**src/rtl/lfcs_on_delay.sv**
```systemverilog
// ----------------------------------------------------------------------------
// lfcs_on_delay
// On-delay timer: stamps the time at the rising enable, latches done once
// the wrapped elapsed time reaches the preset. Updates on each item.
// ----------------------------------------------------------------------------
module lfcs_on_delay #(
  parameter int unsigned TIME_BITS = 32
) (
  input  logic                 clk_i,
  input  logic                 rst_ni,
  input  logic                 tick_i,
  input  logic                 enable_i,
  input  logic [TIME_BITS-1:0] now_i,
  input  logic [31:0]          preset_i,
  output logic                 done_o
);

  localparam int unsigned CmpW = (TIME_BITS > 32) ? TIME_BITS : 32;

  logic [TIME_BITS-1:0] stamp_q, stamp_d, elapsed;
  logic                 enable_q;
  logic                 done_q, done_d;

  always_comb begin
    stamp_d = (enable_i && !enable_q) ? now_i : stamp_q;
    elapsed = enable_i ? (now_i - stamp_d) : '0;
    done_d  = enable_i && ((CmpW'(elapsed) >= CmpW'(preset_i)) || done_q);
  end

  always_ff @(posedge clk_i or negedge rst_ni) begin
    if (!rst_ni) begin
      stamp_q  <= '0;
      enable_q <= 1'b0;
      done_q   <= 1'b0;
    end else if (tick_i) begin
      stamp_q  <= stamp_d;
      enable_q <= enable_i;
      done_q   <= done_d;
    end
  end

  assign done_o = done_q;

endmodule

```
**config.mk**
```make
export PLATFORM = sky130hd
export DESIGN_NAME = lfcs_on_delay
export DESIGN_NICKNAME = d
export VERILOG_FILES = /design/src/rtl/lfcs_on_delay.sv
export SDC_FILE = /design/constraint.sdc
export NUM_CORES = 1
export LEC_CHECK = 0
export ABC_AREA = 1
export ABC_CLOCK_PERIOD_IN_PS = 4200
export BUFFER_PORTS_ARGS = -buffer_cell sky130_fd_sc_hd__buf_2
export CAP_MARGIN = 20
export CORE_UTILIZATION = 45
export CTS_CLUSTER_SIZE = 16
export DETAILED_ROUTE_END_ITERATION = 16
export PLACE_DENSITY_LB_ADDON = 0.25
export SLEW_MARGIN = 10
export SYNTH_ARGS = -nofsm -noshare
export SYNTH_HDL_FRONTEND = slang
export SYNTH_SLANG_ARGS = --single-unit
```
**constraint.sdc**
```tcl
create_clock -name clk_i -period 4.2 [get_ports clk_i]
set_input_delay 1.26 -clock clk_i [delete_from_list [all_inputs] [get_ports clk_i]]
set_output_delay 1.26 -clock clk_i [all_outputs]
set_load 0.02 [all_outputs]
```
Word level (Yosys, flattened, before mapping)
Cells that the tools add are included.
{"block": "totals", "out_inout_bits": 1, "romBits": 0, "mem_bits_rw": 0, "latchBits": 0, "mem_count": 0, "regBits": 34, "wordCells": 11, "input_bits": 68}
{"block": "classes", "div": 0, "add_sub_neg": 1, "shift": 0, "order_cmp": 1, "mul": 0, "n_eq_ne": 0, "n_bitwise": 0, "muxes": 2, "n_reduce_logical": 4}
{"op": "32-bit 2-to-1 mux", "n": 2}
{"op": "32-bit >= comparator", "n": 1}
{"op": "32-bit subtractor", "n": 1}
{"op": "1-bit logical AND", "n": 2}
{"op": "1-bit logical NOT", "n": 1}
{"op": "1-bit logical OR", "n": 1}

Longest topological paths before layout
Gate-level depths: netlist of the first run.
{"block": "logic_depth", "depth_word": 8, "depth_mapped": 30, "ltp_nobuf": 28}

Worst setup path before layout of the first run
Ideal clock, no wire load.
{"block": "synth_path", "path_kind": "input to register", "from": "input enable_i", "to": "register done_q (netlist: done_o)", "setup_time_ns": 0.116, "slack_ns": -0.004, "stages": 24, "path_buffers": 3, "arrival_time_ns": 4.087, "required_ns": 4.084, "cell_sequence": "buf_6 nand2_4 buf_6 clkbuf_1 nor2_1 a21oi_1 ha_1 a21oi_1 o21ai_0 a21oi_1 o21ai_0 nor2_1 nand3_1 nand2_1 nor2_1 ha_1 a21oi_1 o21ai_0 nand2_1 o211ai_1 a31oi_1 nand4_1 nand2_1 nand2_1"}
{"block": "synth_between", "elab_chain_len": 7}
{"item": "start, declared", "line_no": "12", "text": "input logic enable_i,"}
{"item": "1-bit logical AND", "line_no": "25", "text": "stamp_d = (enable_i && !enable_q) ? now_i : stamp_q;"}
{"item": "32-bit 2-to-1 mux", "line_no": "25"}
{"item": "32-bit subtractor", "line_no": "26", "text": "elapsed = enable_i ? (now_i - stamp_d) : '0;"}
{"item": "32-bit 2-to-1 mux", "line_no": "26"}
{"item": "32-bit >= comparator", "line_no": "27", "text": "done_d = enable_i && ((CmpW'(elapsed) >= CmpW'(preset_i)) || done_q);"}
{"item": "1-bit logical OR", "line_no": "27"}
{"item": "1-bit logical AND (*)", "line_no": "27"}
{"item": "end signal, assigned", "line_no": "38", "text": "done_q <= done_d;"}
{"item": "end, declared", "line_no": "22", "text": "logic done_q, done_d;"}
Every way passes the cells marked *; elsewhere a longest branch is shown, timed or not.
A chain may end at the register's enable or synchronous reset.

Final worst setup path of the first run
Same ends and word-level chain as after synthesis.

==> flow_summary.toml, run 1 <==
[run_status]
status = "finished clean"

[floorplan]
dieWidth_um = 104
fp.dieH_um = 104
core_area_um2 = 9910
std_cell_rows = 36
ioPinCount = 69
dieArea_um2 = 10800
start_util_pct = 47.0

[final_layout]
fin_util_pct = 65.3
layout-drive-gt1-share_pct = 34.5
diodes = 0
syn_to_final_growth_pct = 38.9
nets = 1041

[synth]
syn_area_per_cell_um2 = 5.97
synthXorXnorAreaFrac_pct = 0
synth_seq_area_share_pct = 18.3
yosys-mux-area-fraction_pct = 0
synth_seq_cells = 34
synthSimpleGateAreaFrac_pct = 31.0
synth-adder-area-share_pct = 15.6
netlist_area_um2 = 4660
synth_cell_types = 32
synthCells = 780
synth_compound_area_share_pct = 21.2
synth_top_family_by_area = "simple AND/OR/NAND/NOR gates"
syn_nets = 906
ys_warn_count = 0

[global_routing]
grt_pass1_vias = 4841
grt_util_met1_pct = 37.5
track_usage_pct = 25.4
grt_use_met2_pct = 40.2
busiest_layer = "met2"
gr-total-overflow = 0
grt_pass1_wl_mm = 22.5
grt_max_degree = 65
antenna_found_initial = 0
gr-usage-met3_pct = 2.39

[detailed_routing]
drtIter0Drc = 389
wirelength_mm = 15.4
post_drt_wl_per_cell_um = 14.7
ant_nets = 0
first_pass_iters = 5
viasPerCell = 5.22
vias = 5480
drc = 0

[placed_design]
dp_hpwl_mm = 11.1
gp_congestion = 0.955
port_buffers = 68

[min_path]
worstHoldEndpoint = "stamp_q[14]"
min-delay-path-class = "reg2reg"
min_path_cells = 2
hp-start = "stamp_q[14]"

[power_and_ir_drop]
peakVddDrop_v = 0.000152
cellPowerDensity_nw_per_um2 = 339
leakage_nw = 3.46
finalPower_mw = 2.20

[worst_setup_path]
timing_worst_setup_path_type = "in2reg"
rrSetupSlack_ns = 0.64
r2r-start = "enable_q"
cp.required_ns = 4.39
worstRegToRegCells = 27
cp_max_fo = 7
arrival_ns = 4.25
worst_setup_path_start_kind = "input port"
rr_endpoint = "done_o"
cp-end-kind = "flip-flop"

[sta]
finalSetupViolCount = 0
slew_headroom_pct = 46.2
clock.fmax_mhz = 246
finalCritPeriodShare_pct = 96.6
drv_slew = 0
finClkSkew_ns = 0.00828
final_hold_viol_count = 0
worstMarginPinSlew_ns = 0.808
finalCriticalPeriod_ns = 4.06

[cts]
clockBufferDepth = 2
cts_root_buffer = "clkbuf_8"
clk_latency_ns = 0.29
cts_buffers = 5
clock-sinks = 34
htreeDepth = 2
ctsHoldBuffers = 0
clkTransAtPathRegs_ns = 0.08
cts_tree = "done"

[run]
max_cap_violations = 0
==> cell families after synthesis <==
group | after synthesis
AND/OR/NAND/NOR | 329
AO/OA/AOI/OAI | 190
buffers and inverters | 169
adder cells (fa/ha/maj) | 58
flip-flops | 34
==> routing by layer <==
| metal | share of wire, % | vias up | wire, um |
|---|---|---|---|
| li1 | - | 2770 | - |
| met1 | 46 | 2477 | 7040 |
| met2 | 46 | 215 | 7100 |
| met3 | 6.9 | 18 | 1070 |
| met4 | 1.2 | 0 | 191 |
| met5 | 0 | - | 0 |
==> registers in the layout (all words and copies together), names as in the netlist <==
signal and count:
done_o 1, stamp_q 32, enable_q 1
==> what timing repair did <==
action                                  4_1_cts  5_1_grt
gates resized for setup                       0      202
setup buffers                                 0       19
endpoints found under the setup margin        0        1
==> layout by cell type, fill, tap and decap left out, types with 3 or more instances in the layout <==
master	Yosys	routed
ha_1	58	47
nor3_2	1	4
nand3_4	3	5
ha_2	0	7
buf_6	2	8
nor2_2	0	24
o21ai_1	4	15
nor2_1	87	51
nand3_1	29	22
inv_2	5	10
buf_4	0	63
nand3_2	2	7
a21oi_1	99	71
nor3_1	8	5
nor2_4	3	15
a21oi_2	2	25
inv_1	148	141
clkbuf_8	0	6
nand2_1	177	145
nand2_2	9	35
a21oi_4	0	5
o21ai_2	0	6
nand2_4	3	9
nand4_1	3	3
buf_2	2	67
ha_4	0	4
o21ai_0	74	55
dfrtp_1	34	34
==> report_power, final <==
part | internal (mW) | switching (mW)
combinational | 0.628 | 0.870
sequential | 0.387 | 0.0433
clock | 0.133 | 0.135
total | 1.15 | 1.05
==> cell usage after synthesis <==
cell / n / area [um^2]
a21boi_0: 2 / 15.0
a21oi_1: 99 / 495
a21oi_2: 2 / 17.5
a31oi_1: 2 / 12.5
and3_1: 1 / 6.26
buf_2: 2 / 10.0
buf_6: 2 / 22.5
clkbuf_1: 12 / 45.0
dfrtp_1: 34 / 851
ha_1: 58 / 726
inv_1: 148 / 556
inv_2: 5 / 18.8
nand2_1: 177 / 664
nand2_2: 9 / 56.3
nand2_4: 3 / 33.8
nand3_1: 29 / 145
nand3_2: 2 / 20.0
nand3_4: 3 / 52.6
nand3b_2: 1 / 11.3
nand3b_4: 1 / 20.0
nand4_1: 3 / 18.8
nor2_1: 87 / 327
nor2_4: 3 / 33.8
nor3_1: 8 / 40.0
nor3_2: 1 / 10.0
o211ai_1: 2 / 15.0
o21a_1: 2 / 15.0
o21ai_0: 74 / 370
o21ai_1: 4 / 20.0
o21bai_1: 1 / 7.51
o311ai_0: 2 / 17.5
or2_2: 1 / 6.26
==> worst max-delay path: stages <==
cell       delay [ns]
buf_12           0.12
nand2_8          0.11
clkbuf_16        0.16
a21oi_1          0.06
ha_1             0.39
nand2_1          0.10
buf_4            0.17
nor2_4           0.12
nand2_1          0.09
inv_1            0.06
nand2_1          0.07
nand3_1          0.08
nand2_1          0.06
nor2_2           0.18
ha_1             0.26
nand2_1          0.07
inv_1            0.04
o21ai_2          0.11
nand2_1          0.08
nand2_2          0.07
o211ai_1         0.09
a31oi_1          0.25
nand4_1          0.12
nand2_1          0.08
nand2_1          0.05
==> final cells by class <==
type,instances,area [um^2]
inverters,153,579
flip-flops and latches,34,851
clock inverters,1,5.00
multi-input cells,578,3780
fillers,886,3440
clock buffers,7,86.3
well taps,133,166
repair buffers,143,1000
==> worst max path at each step <==
| stage | from | end | slack (ns) | cells after the start |
|---|---|---|---|---|
| floorplan | enable_i | done_o | 0.001 | 24 |
| detailed placement | enable_i | done_o | -0.26 | 22 |
| global route | enable_i | done_o | -0.09 | 25 |
| finish | enable_i | done_o | 0.14 | 25 |
| global placement | enable_i | done_o | -0.19 | 27 |
| CTS | enable_i | done_o | 0.03 | 22 |
==> per-stage QoR <==
stage / worst slack [ns] / hold WS (ns) / cells / setup TNS [ns] / instance area, um^2
6_report: 0.143 / 0.495 / 1049 / 0 / 6470
2_1_floorplan: 0.00111 / 0.453 / 780 / 0 / 4660
3_3_place_gp: -0.192 / 0.469 / 1020 / -0.192 / 5510
3_5_place_dp: -0.263 / 0.480 / 1020 / -0.263 / 5510
5_1_grt: -0.0894 / 0.506 / 1049 / -0.0894 / 6470
4_1_cts: 0.0269 / 0.499 / 1028 / 0 / 5610
Power figures use the tool's default switching activity.
==> run 2, diff against run 1 <==
- ABC_CLOCK_PERIOD_IN_PS: 4200 -> 3900
- PLACE_DENSITY_LB_ADDON: 0.25 -> 0.12
- clock period: 4.2 -> 3.9 ns (I/O delays scaled with it)
==> run 2 against run 1 <==
Sequential power grew 7.9%. First-iteration DRC count is 4.1% lower. Largest power group unchanged. Critical path type unchanged. Global-route usage rose by 2.0 points.
==> flow_summary.toml, run 2 (synthesis results as in run 1) <==
[sta]
whs_ns = 0.497
clock.fmax_mhz = 258
setup_ws_ns = 0.0192
setup_total_negative_slack_ns = 0
finalSetupViolCount = 0
finalCritPeriodShare_pct = 99.5
final_hold_viol_count = 0
rsz0062_at_grt = "true"
finalCriticalPeriod_ns = 3.88
drv_slew = 0
slew_headroom_pct = 42.4
finClkSkew_ns = 0.0230
worstMarginPinSlew_ns = 0.864

[detailed_routing]
viasPerCell = 5.24
drtIter0Drc = 373
ant_nets = 0
wirelength_mm = 16.5
post_drt_wl_per_cell_um = 15.3
first_pass_iters = 8
drc = 0
vias = 5628

[worst_setup_path]
cp-end-kind = "flip-flop"
crit_path_frequent_cell = "nand2_1"
slowest_delay_ns = 0.32
cpMaxStageDelayCell = "ha_4"
worst_setup_path_start_kind = "input port"
arrival_ns = 4.10
cp.required_ns = 4.12
cp_max_fo = 8
timing_worst_setup_path_type = "in2reg"
rrSetupSlack_ns = 0.36

[power_and_ir_drop]
cellPowerDensity_nw_per_um2 = 369
leakage_nw = 3.62
peakVddDrop_v = 0.000196
finalPower_mw = 2.52

[final_layout]
post-route-cell-area_um2 = 6820
top_register = "stamp_q"
fin_util_pct = 68.9
layout_commonest_cell = "inv_1"
largest_reg_flops = 32
layout-drive-gt1-share_pct = 39.4
diodes = 0
fill_cells = 901
fin_cells = 1075
syn_to_final_growth_pct = 46.5
mostFrequentLayoutCells = "139 x inv_1, 136 x nand2_1, 89 x buf_4"
nets = 1067

[floorplan]
fp.dieH_um = 104
ioPinCount = 69
std_cell_rows = 36
dieWidth_um = 104
dieArea_um2 = 10800
core_area_um2 = 9910
start_util_pct = 47.0

[global_routing]
grt_pass1_vias = 4853
track_usage_pct = 27.4
grt_pass1_wl_mm = 23.6
grt_max_degree = 65
antenna_found_initial = 0
gr-total-overflow = 0

[placed_design]
gp_congestion = 0.930
port_buffers = 68
place_ws_ns = -0.368
place_area_um2 = 5690
dp_hpwl_mm = 11.9
dp.cells = 1042

[cts]
cts_tree = "done"
htreeDepth = 2
cts_buffers = 5
clockBufferDepth = 2
clock-sinks = 34
clkTransAtPathRegs_ns = 0.09
ctsHoldBuffers = 0
cts_root_buffer = "clkbuf_8"
clk_latency_ns = 0.32

[run]
max_cap_violations = 0

[min_path]
min-delay-path-class = "reg2reg"

[run_status]
status = "finished clean"
-- run 2: power by group --
| part | internal, mW | switching, mW | total [mW] | leakage [nW] |
|---|---|---|---|---|
| Sequential | 0.417 | 0.0481 | 0.465 | 0.422 |
| Clock | 0.143 | 0.165 | 0.308 | 0.0482 |
| Combinational | 0.742 | 1.01 | 1.75 | 3.15 |
| Total | 1.30 | 1.22 | 2.52 | 3.62 |
-- run 2: critical path: cells and delay by family --
family | cells | cell delay, ns
AND/OR/NAND/NOR | 15 | 1.36
AO/OA/AOI/OAI | 4 | 0.40
buffers and inverters | 5 | 0.57
adder cells (fa/ha/maj) | 2 | 0.60
-- run 2: routing by layer --
layer | vias up | wire length, um | GRT usage (%)
met4 | 0 | 134 | 5.00
met5 | - | 0 | 0
li1 | 2822 | - | -
met1 | 2638 | 7950 | 41.5
met3 | 13 | 707 | 2.39
met2 | 155 | 7680 | 42.2
-- run 2: path summary, 6_finish.rpt --
check	startpoint	endpoint	cells after the start
min in group asynchronous	rst_ni	stamp_q[4]	1
max in group asynchronous	rst_ni	stamp_q[30]	1
worst min register to register	stamp_q[6]	stamp_q[6]	2
worst max-delay path	enable_i	done_o	26
worst min-delay path	stamp_q[6]	stamp_q[6]	2
worst max register to register	enable_q	done_o	26
-- run 2: layout make-up --
cell class                      count  area, um^2  share of cell area, %
Tap cell                          133         166                   2.44
Timing Repair Buffer              169        1200                   17.6
Multi-Input combinational cell    578        3940                   57.8
Sequential cell                    34         851                   12.5
Clock inverter                      1        5.00                 0.0733
Inverter                          153         574                   8.42
Clock buffer                        7        86.3                   1.27
-- run 2: timing repair --
item,4_1_cts,5_1_grt
endpoints found under the setup margin,1,1
pin swaps,1,104
gates cloned,0,5
resized for setup,5,231
setup buffers,1,19
